[config.mk]
export PLATFORM = sky130hd
export DESIGN_NAME = afterm_sqrt
export DESIGN_NICKNAME = d
export VERILOG_FILES = /design/src/hw/rtl/afterm_pkg.sv /design/src/hw/rtl/afterm_sqrt.sv
export SDC_FILE = /design/constraint.sdc
export NUM_CORES = 2
export LEC_CHECK = 0
export BUFFER_PORTS_ARGS = -buffer_cell sky130_fd_sc_hd__buf_2
export CORE_ASPECT_RATIO = 1.4
export CORE_MARGIN = 2
export CORE_UTILIZATION = 25
export CTS_BUF_LIST = sky130_fd_sc_hd__clkbuf_4
export CTS_CLUSTER_SIZE = 30
export DETAILED_ROUTE_END_ITERATION = 7
export PLACE_DENSITY = 0.42
export SYNTH_ARGS = -nofsm -noshare
export SYNTH_HDL_FRONTEND = slang
export SYNTH_MEMORY_MAX_BITS = 65536
export SYNTH_SLANG_ARGS = --single-unit
[constraint.sdc]
create_clock -name clk -period 7.52 [get_ports clk]
set_input_delay 0.752 -clock clk [delete_from_list [all_inputs] [get_ports clk]]
set_output_delay 0.752 -clock clk [all_outputs]
set_load 0.01 [all_outputs]
[src/hw/rtl/afterm_pkg.sv]
// ============================================================================
// afterm_pkg
// Shared constants, register indexes and function tables for the attractor
// fabric term datapath.
// ============================================================================
package afterm_pkg;

    // Fixed-point and pipeline geometry
    localparam int FRAC_BITS_DEF = 16;
    localparam int SQRT_STEPS    = 32;
    localparam int SHAPE_LAT     = 5;
    localparam int DIV_STEPS     = 32;
    localparam int LANE_LAT      = DIV_STEPS + 2;
    localparam int NUM_AXES      = 3;

    // Configuration port
    localparam int CFG_W = 32;
    localparam int IDX_W = 3;

    localparam logic [IDX_W-1:0] REG_STRENGTH  = 3'd0;
    localparam logic [IDX_W-1:0] REG_UPPER     = 3'd1;
    localparam logic [IDX_W-1:0] REG_LOWER     = 3'd2;
    localparam logic [IDX_W-1:0] REG_DAMPING   = 3'd3;
    localparam logic [IDX_W-1:0] REG_RATE      = 3'd4;
    localparam logic [IDX_W-1:0] REG_WIDTH     = 3'd5;

    localparam logic [CFG_W-1:0] RST_STRENGTH  = 32'd65536;
    localparam logic [CFG_W-1:0] RST_UPPER     = 32'd13107200;
    localparam logic [CFG_W-1:0] RST_LOWER     = 32'd655360;
    localparam logic [CFG_W-1:0] RST_DAMPING   = 32'd22937600;
    localparam logic [CFG_W-1:0] RST_RATE      = 32'd655360;
    localparam logic [CFG_W-1:0] RST_WIDTH     = 32'd327680;

    // log2(e) in Q16 and the saturated tanh value
    localparam logic [16:0] LOG2E_Q16 = 17'd94548;
    localparam logic [16:0] TANH_SAT  = 17'd65492;

    // Per-axis side data that rides along with the radius pipeline
    typedef struct packed {
        logic [31:0] pmag;
        logic        pneg;
        logic [31:0] vmag;
        logic        vneg;
    } axis_t;

    // tanh in Q16 at steps of 1/8 over [0,4]
    function automatic logic [16:0] tanh_tab(input logic [5:0] idx);
        logic [16:0] v;
        case (idx)
            6'd0:  v = 17'd0;
            6'd1:  v = 17'd8150;
            6'd2:  v = 17'd16051;
            6'd3:  v = 17'd23485;
            6'd4:  v = 17'd30285;
            6'd5:  v = 17'd36346;
            6'd6:  v = 17'd41625;
            6'd7:  v = 17'd46131;
            6'd8:  v = 17'd49912;
            6'd9:  v = 17'd53038;
            6'd10: v = 17'd55593;
            6'd11: v = 17'd57660;
            6'd12: v = 17'd59320;
            6'd13: v = 17'd60643;
            6'd14: v = 17'd61694;
            6'd15: v = 17'd62524;
            6'd16: v = 17'd63178;
            6'd17: v = 17'd63693;
            6'd18: v = 17'd64096;
            6'd19: v = 17'd64412;
            6'd20: v = 17'd64659;
            6'd21: v = 17'd64852;
            6'd22: v = 17'd65002;
            6'd23: v = 17'd65120;
            6'd24: v = 17'd65212;
            6'd25: v = 17'd65283;
            6'd26: v = 17'd65339;
            6'd27: v = 17'd65383;
            6'd28: v = 17'd65417;
            6'd29: v = 17'd65443;
            6'd30: v = 17'd65464;
            6'd31: v = 17'd65480;
            default: v = 17'd65492;
        endcase
        return v;
    endfunction

    // 2^(-j/16) in Q16
    function automatic logic [16:0] exp2_tab(input logic [4:0] idx);
        logic [16:0] v;
        case (idx)
            5'd0:  v = 17'd65536;
            5'd1:  v = 17'd62757;
            5'd2:  v = 17'd60097;
            5'd3:  v = 17'd57549;
            5'd4:  v = 17'd55109;
            5'd5:  v = 17'd52772;
            5'd6:  v = 17'd50535;
            5'd7:  v = 17'd48393;
            5'd8:  v = 17'd46341;
            5'd9:  v = 17'd44376;
            5'd10: v = 17'd42495;
            5'd11: v = 17'd40693;
            5'd12: v = 17'd38968;
            5'd13: v = 17'd37316;
            5'd14: v = 17'd35734;
            5'd15: v = 17'd34219;
            default: v = 17'd32768;
        endcase
        return v;
    endfunction

endpackage

[src/hw/rtl/afterm_sqrt.sv]
// ============================================================================
// afterm_sqrt
// Pipelined integer square root, one result bit per stage.
// ============================================================================
module afterm_sqrt
(
    input  logic        clk,
    input  logic        adv,
    input  logic [63:0] sum,
    output logic [31:0] root
);

    localparam int N = afterm_pkg::SQRT_STEPS;

    logic [34:0] rem_reg   [N];
    logic [31:0] root_reg  [N];
    logic [63:0] rest_reg  [N];

    logic [34:0] rem_next  [N];
    logic [31:0] root_next [N];
    logic [63:0] rest_next [N];

    // One digit per stage: shift in two bits, try to subtract 4*root+1
    always_comb
    begin
        logic [34:0] rem_in;
        logic [31:0] root_in;
        logic [63:0] rest_in;
        logic [34:0] trial;
        for (int k = 0; k < N; k++)
        begin
            if (k == 0)
            begin
                rem_in  = '0;
                root_in = '0;
                rest_in = sum;
            end
            else
            begin
                rem_in  = rem_reg[k-1];
                root_in = root_reg[k-1];
                rest_in = rest_reg[k-1];
            end
            rem_next[k]  = {rem_in[32:0], rest_in[63:62]};
            trial        = {1'b0, root_in, 2'b01};
            rest_next[k] = {rest_in[61:0], 2'b00};
            if (rem_next[k] >= trial)
            begin
                rem_next[k]  = rem_next[k] - trial;
                root_next[k] = {root_in[30:0], 1'b1};
            end
            else
            begin
                root_next[k] = {root_in[30:0], 1'b0};
            end
        end
    end

    // Advance the stages together
    always_ff @(posedge clk)
    begin
        if (adv)
        begin
            for (int k = 0; k < N; k++)
            begin
                rem_reg[k]  <= rem_next[k];
                root_reg[k] <= root_next[k];
                rest_reg[k] <= rest_next[k];
            end
        end
    end

    assign root = root_reg[N-1];

endmodule

# After elaboration in Yosys (flattened, before gate mapping)
# Memory sizes are Yosys's and may differ from the RTL's.
# Index checks and enable logic that the tools add are counted.
[classes]
eq_ne = 0
div = 0
mul = 0
muxes = 66
order_cmp = 32
n_shift = 0
n_reduce_logical = 0
n_addsub = 32
bitwise = 0
[ops]
columns = ["operator", "count"]
rows = [
  ["35-bit two-way mux", 32],
  ["35-bit by 34-bit >= comparator with 1-bit output", 31],
  ["35-bit by 34-bit subtractor with 35-bit output", 31],
  ["1-bit two-way mux", 34],
  ["2-bit by 1-bit subtractor with 3-bit output, second input constant", 1],
  ["2-bit by 1-bit >= comparator with 1-bit output, second input constant", 1],
]
[totals]
memories = 3
regBits = 0
wordCells = 133
output_inout_bits = 32
ramBits = 4128
romBits = 0
inputBits = 66
latchBits = 0
[mem_list]
columns = ["name", "depth", "word_bits", "rd", "rd_clocked_by_memory_dff", "write_ports", "line_no", "rtl"]
rows = [
  ["rest_reg", 32, 62, 31, 0, 32, "afterm_sqrt.sv:17", "logic [63:0] rest_reg [N];"],
  ["rem_reg", 32, 35, 31, 0, 32, "afterm_sqrt.sv:15", "logic [34:0] rem_reg [N];"],
  ["root_reg", 32, 32, 32, 0, 32, "afterm_sqrt.sv:16", "logic [31:0] root_reg [N];"],
]

# Logic depth before layout (Yosys ltp)
# An unclocked memory read counts as a cell.
[depth]
depth_word = 3
depth_mapped = 14
ltp_nobuf = 12

# Least setup slack after synthesis
# Ideal clock, no wire load.
[synth_timing]
kind = "register -> register"
start = "memory rem_reg[27][1] (netlist: rem_reg[1][386])"
end = "memory rem_reg[28][32] (netlist: rem_reg[1][452]) (data pin)"
period_less_slack_ns = 3.443
path_slack_ns = 4.077
stages_incl_launch_ff = 13
arrival_time_ns = 3.183
setup_ns = 0.260
path_buffers = 2
required_ns = 7.260
cell_sequence = "edfxtp_1 ha_1 a21oi_1 a21oi_1 o41ai_1 o21a_1 o221ai_1 a2111oi_0 and2_1 buf_2 buf_2 nor2_1 mux2_2"
[synth_rtl]
columns = ["element", "line_no"]
rows = [
  ["start: declaration", "afterm_sqrt.sv:15"],
]

==> out/metrics.yaml <==
status: "finished, final reports clean"
largest_register_ffs: 992
power_density_mw_per_mm2: 290
hold_ws_ps: 269
arrival_ps: 6300
synth_top_area_share: 0.644
post_drt_wl_per_cell_um: 16.6
synthTopCellsByArea: "edfxtp_1, ha_1, xnor2_1, xor2_1, a21oi_1"
die_y_um: 811
drive_gt1_frac: 0.134
leakagePower_nw: 50.8
fmax_mhz: 201
synth-seq-area-share: 0.644
clk_pin_slew_ps: 70
gp_congestion: 0.947
cts_tree: "yes"
dpl_worst_slack_ps: 2550
final_common_cell: "edfxtp_1"
num_io_pins: 98
cts_made_buffers: 661
async_reset_ff_frac: 0
grt_usage: 0.111
syn-cell-area_mm2: 0.116
drv_slew: 0
setup_viol: 0
core_area_mm2: 0.464
synthCells: 8965
num-fill-cells: 47300
maxSlewHeadroom: 0.108
port-buffer-count: 97
grt_pass1_vias: 76800
grt.overflow.total: 0
nNetsFinal: 10400
ant_nets: 0
postCtsSetupBuffers: 0
period_needed_ps: 4960
fin_skew_ps: 170
antenna_found_initial: 11
cts_max_level: 6
root_buffer: "clkbuf_4"
synth_flop_cell: "edfxtp_1"
die_area_mm2: 0.471
clkLatencyLatePin_ps: 1590
viasPerCell: 4.42
avgSynthCellArea_um2: 13.0
clockBufferDepth: 4
clkSinkCount: 2494
p_total_mw: 38.9
crit_fanout: 37
crit_required_ps: 8850
ys_types: 91
syn_nets: 9592
fin_setup_tns_ps: 0
finalCritPeriodShare: 0.660
floorplan.initialDensity: 0.251
grt_max_degree: 178
final_cell_area_mm2: 0.134
dp_hpwl_um: 196000
synth_edf_count: 2494
yosysWarnings: 0
grt_pass1_wl_um: 416000
rows: 296
die_w_um: 580
ys_ff_latch: 2494
maxCapViolCount: 0
num_vias: 72200
end_kind: "register"
critical_path_class: "reg -> reg"
finalHoldViolations: 0
yosysTopAreaCell: "edfxtp_1"
dpl_cell_area_mm2: 0.125
rsz0062_at_grt: "no"
hp-class: "reg -> reg"
final_cell_mix: "edfxtp_1, clkbuf_4, inv_1, a21oi_1, nor2_1"
worstSetupStartpointType: "register"
drtPass1Iterations: 7
first_iter_violations: 3329
drc: 0
ir_drop_mv: 0.217
timing.final.ws_setup_ps: 2560
syn_to_final_growth_pct: 15.3
worst_pin_slew_ps: 1300
wl_um: 272000
[critical path, stage by stage (launching register included)]
cell,delay (ps)
edfxtp_1,410
ha_1,380
o211ai_1,180
a21oi_1,170
o41ai_1,860
o21a_1,400
o221ai_1,310
a2111oi_0,630
and2_2,660
buf_4,370
mux2_2,360
[metal layers]
layer,vias to the layer above,wire length (um),global-route usage
met5,-,79,0
met4,12,19900,0.0819
met3,853,9290,0.0199
met2,1468,157000,0.231
met1,34700,85500,0.0904
li1,35200,-,-
[cell usage after synthesis (97+ instances only)]
master / count
a21o_1: 257
a21oi_1: 593
clkbuf_1: 153
edfxtp_1: 2494
ha_1: 561
inv_1: 717
mux2_2: 97
nand2_1: 564
nand2b_1: 102
nand3_1: 173
nor2_1: 571
nor3_1: 224
nor4_1: 111
o21ai_0: 406
xnor2_1: 416
xor2_1: 381
[path summary, 6_finish.rpt]
| check | start | to | slack [ps] | cells after the start |
|---|---|---|---|---|
| max reg2reg | rem_reg[1][386] | rem_reg[1][424] | 2560 | 10 |
| max | rem_reg[1][386] | rem_reg[1][424] | 2560 | 10 |
| min | rest_reg[1][44] | rest_reg[1][108] | 270 | 0 |
| min reg2reg | rest_reg[1][44] | rest_reg[1][108] | 270 | 0 |
[cell families (layout without fill, tap and decap cells)]
kind of cell / after synthesis / count (layout) / synth area share
AO/OA/AOI/OAI: 1787 / 1787 / 0.0961
XOR/XNOR: 797 / 797 / 0.0600
flip-flops: 2494 / 2494 / 0.644
buffers and inverters: 896 / 2158 / 0.0292
AND/OR/NAND/NOR: 2320 / 2320 / 0.0996
multiplexers: 109 / 109 / 0.0104
other: 1 / 20 / 0.0000323
adder cells (fa/ha/maj): 561 / 561 / 0.0604
[power breakdown]
group	internal [mW]	switching, mW	leakage, nW
combinational	3.50	4.99	21.9
sequential	17.6	1.10	24.0
clock	5.99	5.71	4.84
total	27.1	11.8	50.8
[layout make-up]
class	count	area, um2	area share
flip-flops and latches	2494	74900	0.559
multi-input cells	5575	38100	0.284
diodes	19	47.5	0.000355
well taps	6109	7640	0.0570
clock inverters	224	1270	0.00946
repair buffers	296	2490	0.0186
inverters	719	2700	0.0201
clock buffers	919	6900	0.0515
[repair_timing]
item | in CTS | in global routing
endpoints found under the hold margin | 380 | 0
resized for setup | 0 | 0
hold buffers | 130 | 0
[through the flow]
stage,util,std cells
after floorplan,-,8965
after global placement,0.269,15100
after detailed placement,0.269,15100
after CTS,0.289,16300
after global routing,0.289,16400
final,0.289,16400
Power figures use the tool's default switching activity.
